$ cat src/rtl/iib_pkg.sv
// ----------------------------------------------------------------------------
// iib_pkg: shared types and constants of the inverted index builder
// Command codes, status codes, sizes and the configuration register map.
// ----------------------------------------------------------------------------
package iib_pkg;

  // Sizes; the port widths are fixed to these
  localparam int MAX_RECORDS = 1024;
  localparam int TOKEN_IDS   = 1024;
  localparam int MAX_ENTRIES = 4096;

  // Command codes
  localparam logic [1:0] CMD_PUSH   = 2'd0;
  localparam logic [1:0] CMD_FINISH = 2'd1;
  localparam logic [1:0] CMD_READ   = 2'd2;
  localparam logic [1:0] CMD_CLEAR  = 2'd3;

  // Status codes
  localparam logic [2:0] ST_OK        = 3'd0;
  localparam logic [2:0] ST_NOT_BUILT = 3'd1;
  localparam logic [2:0] ST_NO_TOKEN  = 3'd2;
  localparam logic [2:0] ST_RANGE     = 3'd3;
  localparam logic [2:0] ST_OVERFLOW  = 3'd4;

  // Register map
  localparam logic [0:0] REG_FREQ_LIMIT = 1'd0;
  localparam logic [12:0] FREQ_LIMIT_RESET = 13'd2;

  // One result transaction
  typedef struct packed {
    logic [2:0]  status;
    logic [9:0]  record_number;
    logic [12:0] list_length;
    logic [12:0] total_entries;
    logic [10:0] distinct_tokens;
  } result_t;

endpackage

$ cat src/rtl/iib_cfg.sv
// ----------------------------------------------------------------------------
// iib_cfg: configuration register file
// APB-style port holding the frequency limit register.
// ----------------------------------------------------------------------------
module iib_cfg
  import iib_pkg::*;
(
  input  logic        clk,
  input  logic        rst,
  input  logic        psel,
  input  logic        penable,
  input  logic        pwrite,
  input  logic [2:0]  paddr,
  input  logic [31:0] pwdata,
  output logic [31:0] prdata,
  output logic        pready,
  output logic [12:0] frequency_limit
);

  logic wr_en;

  assign pready = 1'b1;
  assign wr_en  = psel && penable && pwrite && (paddr[1:0] == 2'd0);

  // Write the limit register
  always_ff @(posedge clk) begin
    if (rst) begin
      frequency_limit <= FREQ_LIMIT_RESET;
    end else if (wr_en && (paddr[2:2] == REG_FREQ_LIMIT)) begin
      frequency_limit <= pwdata[12:0];
    end
  end

  // Read back
  always_comb begin
    prdata = 32'd0;
    if (paddr[2:2] == REG_FREQ_LIMIT && paddr[1:0] == 2'd0) begin
      prdata = {19'd0, frequency_limit};
    end
  end

endmodule

$ cat config.mk
export PLATFORM = sky130hd
export DESIGN_NAME = iib_cfg
export DESIGN_NICKNAME = d
export VERILOG_FILES = /design/src/rtl/iib_pkg.sv /design/src/rtl/iib_cfg.sv
export SDC_FILE = /design/constraint.sdc
export NUM_CORES = 1
export LEC_CHECK = 0
export ABC_AREA = 1
export BUFFER_PORTS_ARGS = -buffer_cell sky130_fd_sc_hd__buf_4
export CAP_MARGIN = 10
export CORE_AREA = 2 2 57 72
export DETAILED_ROUTE_END_ITERATION = 12
export DIE_AREA = 0 0 59 74
export GPL_TIMING_DRIVEN = 1
export PLACE_DENSITY = 0.67
export SLEW_MARGIN = 20
export SYNTH_ARGS = -nofsm -noshare
export SYNTH_HDL_FRONTEND = slang
export SYNTH_SLANG_ARGS = --single-unit
export TNS_END_PERCENT = 1
$ cat constraint.sdc
create_clock -name clk -period 0.8 [get_ports clk]
set_input_delay 0.04 -clock clk [delete_from_list [all_inputs] [get_ports clk]]
set_output_delay 0.04 -clock clk [all_outputs]
set_load 0.005 [all_outputs]
Word level (Yosys, flattened, before mapping) --
Index checks and enable logic that the tools add are counted.
Word-level totals: register bits after elaboration 13, input bits 40, output and inout port bits 46, word-level logic and storage cells 9
Operators by class: multiplexer cells 1, reduce and logical (&&, ||, !) cells 6, bitwise operators 1
Operator list (count):
- 2-to-1 mux 13 bit | 1
- logical AND 1 bit | 5
- zero test 2 bit | 1
- NOT 1 bit | 1

Longest topological paths before layout --
Gate-level depths: netlist (run 1).
word-level depth 4, gate-level depth with buffers 7, mapped depth without buffers 6

Worst setup path before layout (run 1) --
OpenSTA, ideal clock, no wires.
kind in2reg, start point in paddr[0], end point reg frequency_limit[0], path buffers 1, data required time 0.687 ns, path slack 0.087 ns, stages on the path 7, arrival 0.601 ns, path through inv_1 -> nand2_1 -> nor2_1 -> buf_4 -> nand3_1 -> nand2_1 -> nor2_1
On the way: longest elaborated chain between the ends 3
RTL lines:
- start, declared | line iib_cfg.sv:13 | input logic [2:0] paddr,
- zero test 2 bit | line iib_cfg.sv:23 | assign wr_en = psel && penable && pwrite && (paddr[1:0] == 2'd0);
- logical AND 1 bit | line iib_cfg.sv:23
- logical AND 1 bit | line iib_cfg.sv:29 | end else if (wr_en && (paddr[2:2] == REG_FREQ_LIMIT)) begin
- end signal, assigned | line iib_cfg.sv:30 | frequency_limit <= pwdata[12:0];
- end, declared | line iib_cfg.sv:17 | output logic [12:0] frequency_limit
Every way passes these cells. A chain may end at the register's enable or synchronous reset.

Worst setup path after layout (run 1) --
start point reg frequency_limit[0], end point out prdata[0]
On the way: longest elaborated chain between the ends 1
RTL lines:
- 2-to-1 mux 13 bit | line iib_cfg.sv:37 | if (paddr[2:2] == REG_FREQ_LIMIT && paddr[1:0] == 2'd0) begin
- end, declared | line iib_cfg.sv:15 | output logic [31:0] prdata,
Every way passes these cells.

==> run metrics, run 1 <==
DRC violations left 0; Fmax 1158 MHz; outcome finished, violations left; Ports 86; Post-Synthesis Cells 139; core area 3691 um2; Final Cycle Share 1.079; DP HPWL 1565 um; Setup CP Type reg -> out; first-pass GRT wire length 2953 um; final wirelength 1898 um; Worst R2R Setup Slack 210 ps; pin count of the biggest net entering global routing 14; Bufs on Longest Clock Path 2; final RePlAce weighted congestion 0.6882; DR vias/cell 3.723; Top reg by flops frequency_limit; clk_lat worst skew 240 ps; Seq pwr share 0.450; DRT iter0 DRCs 18; Fin. Hold Viols 0; switching part of the total 0.2324; fin nets 232; die area 4366 um2; multi-input logic area 371.6 um2; met1 wire length 769 um; synthesized flop and latch total 13; Hold Crit Depth 3; # diodes 0; total internal power 0.001134 W; fin worst setup slack -63.20 ps; hold endpoint frequency_limit[1]; Max VDD drop 346.5 uV; Hold Buf Count CTS 0; Regs by FF count frequency_limit: 13 flops; highest metal used met4; Total Power 0.001477 W; Clock Tree Root clkbuf_8; Reg2Reg Depth 2; postcts setup bufs 0; critical path required time 760 ps; WL per Instance 8.216 um; Routed met3 length 163 um; skew final 0 ps; Power Density 1156 nW/um2; count of input and output buffers 46; Synth cell types 14; leakage 0.6859 nW; clk sinks 13; RSZ-0062 raised after global routing yes; NetSw 0.0003432 W; CP endpoint kind primary output; met2 WL 937 um; filler instances 422; CP startpoint frequency_limit[0]; die height 74 um; Starting Density 0.2319; crit path DAT 820 ps; Initial DRT Pass Iterations 4; via count 860; Tot GR Track Use 0.09068; antenna-violating nets left 0; Final Max Tran Viols 0; Tightest Hold Check Type in -> reg; logic gate share of total power 0.161; sequential share of the synthesized area 0.3041; CP max FO 3; H-tree depth 1; clock power share 0.390; vias in the first global route 695; Core Util, Final 0.3461; hold path start pwdata[1]; Worst R2R End frequency_limit[0]; Final Setup Violations 13; Max-Cap Viols 0; min Tclk post-route 863.2 ps; Synth Cell Area 855.8 um2; failing checks negative setup slack; Area Growth Syn to Fin 49.27%; Remaining Overflow, GRT 0; CTS tree built; crit start category register; commonest cells after routing, fill and taps aside buf_4 (54), nor2_1 (37), inv_1 (26), conb_1 (20); die width 59 um; num rows 25; CTS buffer count 3; commonest non-fill, non-tap cell in the layout buf_4; Avg Inst Size Synth 6.157 um2; Reg area 276.5 um2; Clk pin slew, worst setup/hold paths 50 ps; synth warn 0; max reg flops 13; worst hold slack 11.41 ps; initial antenna violation count 0; pre-CTS setup slack -29.61 ps; layout cell share with drive strength beyond 1 0.4084; r2r startpoint frequency_limit[0]
==> power by group through the flow <==
stage                     logic (W)  clock network (W)  registers (W)
after global routing       0.000270           0.000639       0.000665
after global placement     0.000236                  0       0.000677
after CTS                  0.000238           0.000610       0.000664
final                      0.000237           0.000576       0.000664
after floorplan            0.000176                  0       0.000676
after detailed placement   0.000238                  0       0.000677
==> worst max-delay path, stage by stage, from the launching register on <==
cell     delay, ps
dfxtp_2        350
inv_2           30
nor2_1          80
buf_4          120
==> per-stage QoR <==
step / cells / cell area, um2 / TNS [ps]
after floorplan: 157 / 923.4 / 0
after global placement: 227 / 1214 / -256.7
after detailed placement: 227 / 1214 / -306.2
after CTS: 231 / 1275 / -741.6
after global routing: 231 / 1277 / -1138
final: 231 / 1277 / -506.5
==> Yosys cell counts, drive strengths merged <==
| cell type | count | share of area |
|---|---|---|
| dfxtp | 13 | 0.30 |
| nand3 | 14 | 0.082 |
| o21ai | 1 | 0.0058 |
| buf | 25 | 0.22 |
| nor2 | 40 | 0.19 |
| nand2 | 15 | 0.069 |
| conb | 2 | 0.0088 |
| inv | 29 | 0.13 |
==> layout make-up <==
type / instances / share of cell area
Timing Repair Buffer: 55 / 0.3330
Sequential cell: 13 / 0.2165
Tap cell: 40 / 0.03918
Inverter: 29 / 0.08521
Clock buffer: 4 / 0.03526
Multi-Input combinational cell: 90 / 0.2909
==> metal layers <==
| metal | vias to the layer above | GRT usage |
|---|---|---|
| met5 | - | 0 |
| met4 | 0 | 0.06818 |
| met3 | 2 | 0.01565 |
| met2 | 52 | 0.1556 |
| met1 | 343 | 0.09820 |
| li1 | 463 | - |
==> logic make-up (layout without fill, tap and decap cells) <==
group,Yosys count,after routing,share of synthesized area
other,2,20,0.008775
AO/OA/AOI/OAI,1,1,0.005842
buffers and inverters,54,88,0.3436
AND/OR/NAND/NOR,69,69,0.3377
flip-flops,13,13,0.3041
==> worst max-delay path by stage <==
stage                                     end  cells past startpoint
after CTS                           prdata[0]                      3
after global placement     frequency_limit[5]                      7
final                               prdata[0]                      3
after floorplan            frequency_limit[0]                      7
after detailed placement  frequency_limit[12]                      7
after global routing                prdata[6]                      3
==> what timing repair did <==
item / in CTS / in global routing
pin swaps: 12 / 2
resized for setup: 13 / 4
endpoints found under the setup margin: 13 / 13
Note: power is estimated with default switching activity, not from simulation.
==> run 2: changes to the inputs <==
- PLACE_DENSITY: 0.67 -> 0.65
- clock period: 0.8 -> 0.91 ns (I/O delays scaled with it)
==> run 2 against run 1 <==
The run now ends clean. Sequential share of layout area up 0.49 points. Design area decreased by 2.6%. Register-to-register slack gained 100 ps. Combinational power fell by 15%. Via count rose by 0.47%. Clock power shrank 9.0%. Core utilization down 0.92 points. Die area did not move. Clock-buffer cell count is the same. Cell count fell by 1.7%. Critical endpoint is now prdata[4].
==> run metrics, run 2 (synthesized netlist as in run 1, its figures left out) <==
switching part of the total 0.2442 (+0.01187); vias in the first global route 685 (-1.4%); Initial DRT Pass Iterations 3 (-1); Final Cycle Share 0.9647; Seq pwr share 0.446 (-0.004); die width 59 um (unchanged); core area 3691 um2 (unchanged); pin count of the biggest net entering global routing 14 (unchanged); RSZ-0062 raised after global routing yes; DRC violations left 0 (unchanged); Setup CP Type reg -> out; DR vias/cell 3.806 (+2.2%); Max-Cap Viols 0 (unchanged); final RePlAce weighted congestion 0.6701 (-2.6%); commonest cells after routing, fill and taps aside buf_4 (50), nor2_1 (38), inv_1 (26), conb_1 (20); CTS tree built; crit path DAT 830 ps (about the same); Power Density 1052 nW/um2 (-9.0%); critical path required time 860 ps (+100 ps); antenna-violating nets left 0 (unchanged); routing usage on met3 0.01043 (-0.005217); Hold Buf Count CTS 0 (unchanged); DRT iter0 DRCs 11 (-7); Starting Density 0.2319 (unchanged); grt met1 use 0.1112 (+0.01302); num rows 25 (unchanged); worst hold slack 6.864 ps (-4.544 ps); Area Growth Syn to Fin 45.32%; Tot GR Track Use 0.09470 (+0.004013); H-tree depth 1 (unchanged); CP cell instances inv_1 > nor2_1 > buf_4; die height 74 um (unchanged); count of input and output buffers 46 (unchanged); layout cell share with drive strength beyond 1 0.3850 (-0.02335); outcome finished, final reports clean; hold path start pwdata[1]; leakage 0.6631 nW (-3.3%); first-pass GRT wire length 3091 um (+4.7%); Clock Tree Root clkbuf_8; clk sinks 13 (unchanged); Worst R2R End frequency_limit[1]; Clk pin slew, worst setup/hold paths 60 ps (about the same); CTS buffer count 3 (unchanged); hold endpoint frequency_limit[1]; commonest non-fill, non-tap cell in the layout buf_4; Regs by FF count frequency_limit: 13 flops; clock power share 0.400 (+0.010); Fin. Hold Viols 0 (unchanged); Crit path largest cell delay 340 ps (about the same); Slowest cell on crit path dfxtp_2; final wirelength 2079 um (+9.5%); Non-Filler Instances 227 (-1.7%); Total Power 0.001309 W (-11%); r2r startpoint frequency_limit[1]; Final Setup Violations 0 (-13); NetSw 0.0003197 W (-6.9%); WL per Instance 9.159 um (+11%); CP max FO 3 (unchanged); Fmax 1139 MHz; fin nets 228 (-1.7%); initial antenna violation count 0 (unchanged); Final Max Tran Viols 0 (unchanged); DP HPWL 1587 um (+1.4%); Top reg by flops frequency_limit; logic gate share of total power 0.154 (-0.007); CP endpoint kind primary output; Bufs on Longest Clock Path 2 (unchanged); Hold Crit Depth 3 (unchanged); max reg flops 13 (unchanged); via count 864 (+0.47%); clk_lat worst skew 240 ps (about the same); # diodes 0 (unchanged); total internal power 0.0009892 W (-13%); min Tclk post-route 877.9 ps; Cells after DPL 223 (-1.8%); gr busiest metal met2; crit start category register; Ports 86 (unchanged); Tightest Hold Check Type in -> reg; Reg2Reg Depth 2 (unchanged); Remaining Overflow, GRT 0 (unchanged); GRT met2 Usage 0.1654 (+0.009877); die area 4366 um2 (unchanged); Core Util, Final 0.3369 (-0.009153); Worst R2R Setup Slack 310 ps (+100 ps); skew final 0 ps (unchanged); Max VDD drop 309.5 uV (-11%)
run 2: changes by cell type in the layout (fill, tap and decap cells not counted):
cell / previous run / this run
dfxtp_2: 13 / 12
buf_4: 54 / 50
nor2_1: 37 / 38
dfxtp_1: 0 / 1
nor2_2: 2 / 1
run 2: through the flow:
| stage | TNS (ps) | instance area, um2 | worst slack (ps) |
|---|---|---|---|
| 2_1_floorplan | 0 | 923.4 | 191.0 |
| 5_1_grt | -23.90 | 1244 | -16.21 |
| 3_3_place_gp | -166.0 | 1184 | -21.24 |
| 3_5_place_dp | -430.3 | 1184 | -43.23 |
| 6_report | 0 | 1244 | 32.10 |
| 4_1_cts | 0 | 1232 | 5.393 |
run 2: power by group through the flow:
stage	logic, W	clock network, W	registers, W
2_1_floorplan	0.000154	0	0.000595
3_3_place_gp	0.000200	0	0.000594
3_5_place_dp	0.000202	0	0.000595
4_1_cts	0.000202	0.000546	0.000582
5_1_grt	0.000230	0.000566	0.000584
6_report	0.000202	0.000524	0.000583
run 2: final cells by class:
type / count / area [um2]
fill: 420 / 2447
timing repair buffer: 51 / 395.4
multi-input combinational: 90 / 369.1
sequential: 13 / 275.3
inverter: 29 / 108.9
tap: 40 / 50.05
clock buffer: 4 / 45.04
run 2: critical path, delay by kind of cell, from the launching register on:
family,cells,cell delay [ps]
DFF,1,340
buffers and inverters,2,150
and+or+nand+nor,1,90
run 2: timing repair:
action | 4_1_cts | 5_1_grt
gates resized for setup | 3 | 12
cloned | 0 | 0
pin swaps | 0 | 6
setup endpoints to repair | 3 | 11
setup buffers | 0 | 0
run 2: worst max-delay path by stage:
stage | from | to | depth (start not counted)
final | frequency_limit[4] | prdata[4] | 3
after global routing | frequency_limit[12] | prdata[12] | 3
after CTS | frequency_limit[5] | prdata[5] | 3
after detailed placement | paddr[1] | frequency_limit[0] | 6
after global placement | paddr[1] | frequency_limit[1] | 6
after floorplan | paddr[0] | frequency_limit[0] | 7
run 2: per-layer routing:
metal,routed length (um),part of all wire,up-vias
met1,832,0.40,374
met2,1088,0.52,37
met5,0,0,-
met4,27,0.013,0
li1,-,-,451
met3,130,0.063,2
==> run 3: changes to the inputs <==
==> constraint.sdc (replaced) <==
create_clock -name clk -period 0.9 [get_ports clk]
set_input_delay 0.045 -clock clk [delete_from_list [all_inputs] [get_ports clk]]
set_output_delay 0.045 -clock clk [all_outputs]
set_load 0.1 [all_outputs]
==> run 3 against run 2 <==
The run now ends with negative setup slack left. Highest routed layer unchanged. Clock-buffer cell count unchanged. Sequential cell count is the same. Worst hold slack improved by 12 ps. Die area stayed put. Wire length up 3.1%. Design area up 30%. Cell count up 0.88%. Critical path type unchanged. Core utilization rose by 10 points. Via count is 2.1% higher. Clock power is essentially flat.
==> run metrics, run 3 (synthesized netlist as in run 1, its figures left out) <==
outcome finished, violations left; failing checks negative setup slack; initial antenna violation count 0 (unchanged); Max VDD drop 491.9 uV (+59%); pin count of the biggest net entering global routing 14 (unchanged); commonest cells after routing, fill and taps aside nor2_1 (25), buf_4 (25), conb_1 (20), inv_1 (16), buf_12 (15); max reg flops 13 (unchanged); WP depth 3 (unchanged); CP cell instances inv_2 > nor2_4 > buf_12; Total Power 0.001738 W (+33%); Remaining Overflow, GRT 0 (unchanged); CP max FO 3 (unchanged); Finished Cell Area 1614 um2 (+30%); Max-Cap Viols 0 (unchanged); critical path required time 850 ps (about the same); Regs by FF count frequency_limit: 13 flops; Slowest cell on crit path dfxtp_4; final RePlAce weighted congestion 0.7450 (+11%); DRC violations left 0 (unchanged); Final Max Tran Viols 0 (unchanged); min Tclk post-route 965.6 ps; Area Growth Syn to Fin 88.60%; DR vias/cell 3.852 (+1.2%); Bufs on Longest Clock Path 2 (unchanged); CP endpoint kind primary output; Power Density 1077 nW/um2 (+2.3%); DRT iter0 DRCs 12 (+1); layout cell share with drive strength beyond 1 0.5185 (+0.1335); # diodes 0 (unchanged); final wirelength 2144 um (+3.1%); RSZ-0062 raised after global routing yes; num rows 25 (unchanged); crit path DAT 920 ps (+90 ps); core area 3691 um2 (unchanged); fin nets 230 (+0.88%); antenna-violating nets left 0 (unchanged); die height 74 um (unchanged); leakage 0.7350 nW (+11%); Reg area 309.0 um2 (+12%); clk sinks 13 (unchanged); first-pass GRT wire length 3491 um (+13%); Starting Density 0.2319 (unchanged); skew final 0 ps (unchanged); Tot GR Track Use 0.1057 (+0.01096); Final Setup Violations 13 (+13); DP HPWL 1741 um (+9.7%); H-tree depth 1 (unchanged); Fmax 1036 MHz; clk_lat worst skew 240 ps (about the same); Final Cycle Share 1.073; filler instances 362 (-14%); Initial DRT Pass Iterations 4 (+1); multi-input logic area 466.7 um2 (+26%); via count 882 (+2.1%); count of input and output buffers 46 (unchanged); Top reg by flops frequency_limit; DP Area 1358 um2 (+15%); fin worst setup slack -65.61 ps (-97.71 ps); Hold Crit Depth 3 (unchanged); Clk pin slew, worst setup/hold paths 60 ps (about the same); CTS tree built; WL per Instance 9.362 um (+2.2%); pre-CTS setup slack -87.74 ps (-44.51 ps); Fin. Hold Viols 0 (unchanged); Crit path largest cell delay 360 ps (+20 ps); Setup CP Type reg -> out; Ports 86 (unchanged); Reg2Reg Depth 2 (unchanged); delay-heaviest family, CP flip-flops; die area 4366 um2 (unchanged); vias in the first global route 825 (+20%); buffers and inverters on the worst path 2 (unchanged); CTS buffer count 3 (unchanged); die width 59 um (unchanged); Tightest Hold Check Type in -> reg; crit start category register; Clock Tree Root clkbuf_8
## run 3: area by class of cell
cell class	count	share of cell area
Inverter	29	0.06744
Multi-Input combinational cell	90	0.2891
Clock buffer	4	0.02791
Timing Repair Buffer	53	0.3930
Sequential cell	13	0.1915
Tap cell	40	0.03101
## run 3: metrics by stage
step | utilization | setup TNS [ps] | cells | hold WS, ps
floorplan | - | -2855 | 157 | 170.7
global placement | 0.3678 | -1058 | 225 | 267.8
detailed placement | 0.3678 | -1499 | 225 | 268.9
CTS | 0.4363 | -854.8 | 229 | 16.49
global route | 0.4373 | -1159 | 229 | 40.95
finish | 0.4373 | -728.5 | 229 | 18.95
## run 3: routing by layer
metal	GRT usage	wire, um
met5	0	0
met4	0.06818	44
met3	0.006957	133
met2	0.1963	1190
met1	0.1131	776
## run 3: what timing repair did
| item | CTS | global route |
|---|---|---|
| resized for setup | 51 | 1 |
| hold buffers | 0 | 0 |
| buffers inserted | 0 | 0 |
| endpoints found under the setup margin | 26 | 14 |
| endpoints found under the hold margin | 0 | 0 |
## run 3: where the power goes
| group | total (W) | leakage [nW] | internal (W) | switching, W |
|---|---|---|---|---|
| Sequential | 0.000558 | 0.114 | 0.000550 | 0.00000828 |
| Clock | 0.000522 | 0.0228 | 0.000312 | 0.000210 |
| Combinational | 0.000658 | 0.598 | 0.000124 | 0.000534 |
| Total | 0.00174 | 0.735 | 0.000986 | 0.000752 |
## run 3: final timing paths
check | to | startpoint | slack [ps]
max reg2reg | frequency_limit[1] | frequency_limit[1] | 270
max | prdata[2] | frequency_limit[2] | -70
min | frequency_limit[1] | pwdata[1] | 20
min reg2reg | frequency_limit[10] | frequency_limit[10] | 510
## run 3: tightest hold or removal path: cells and delay by family
kind / cells / cell delay (ps)
buf+inv: 1 / 80
simple gates: 2 / 100
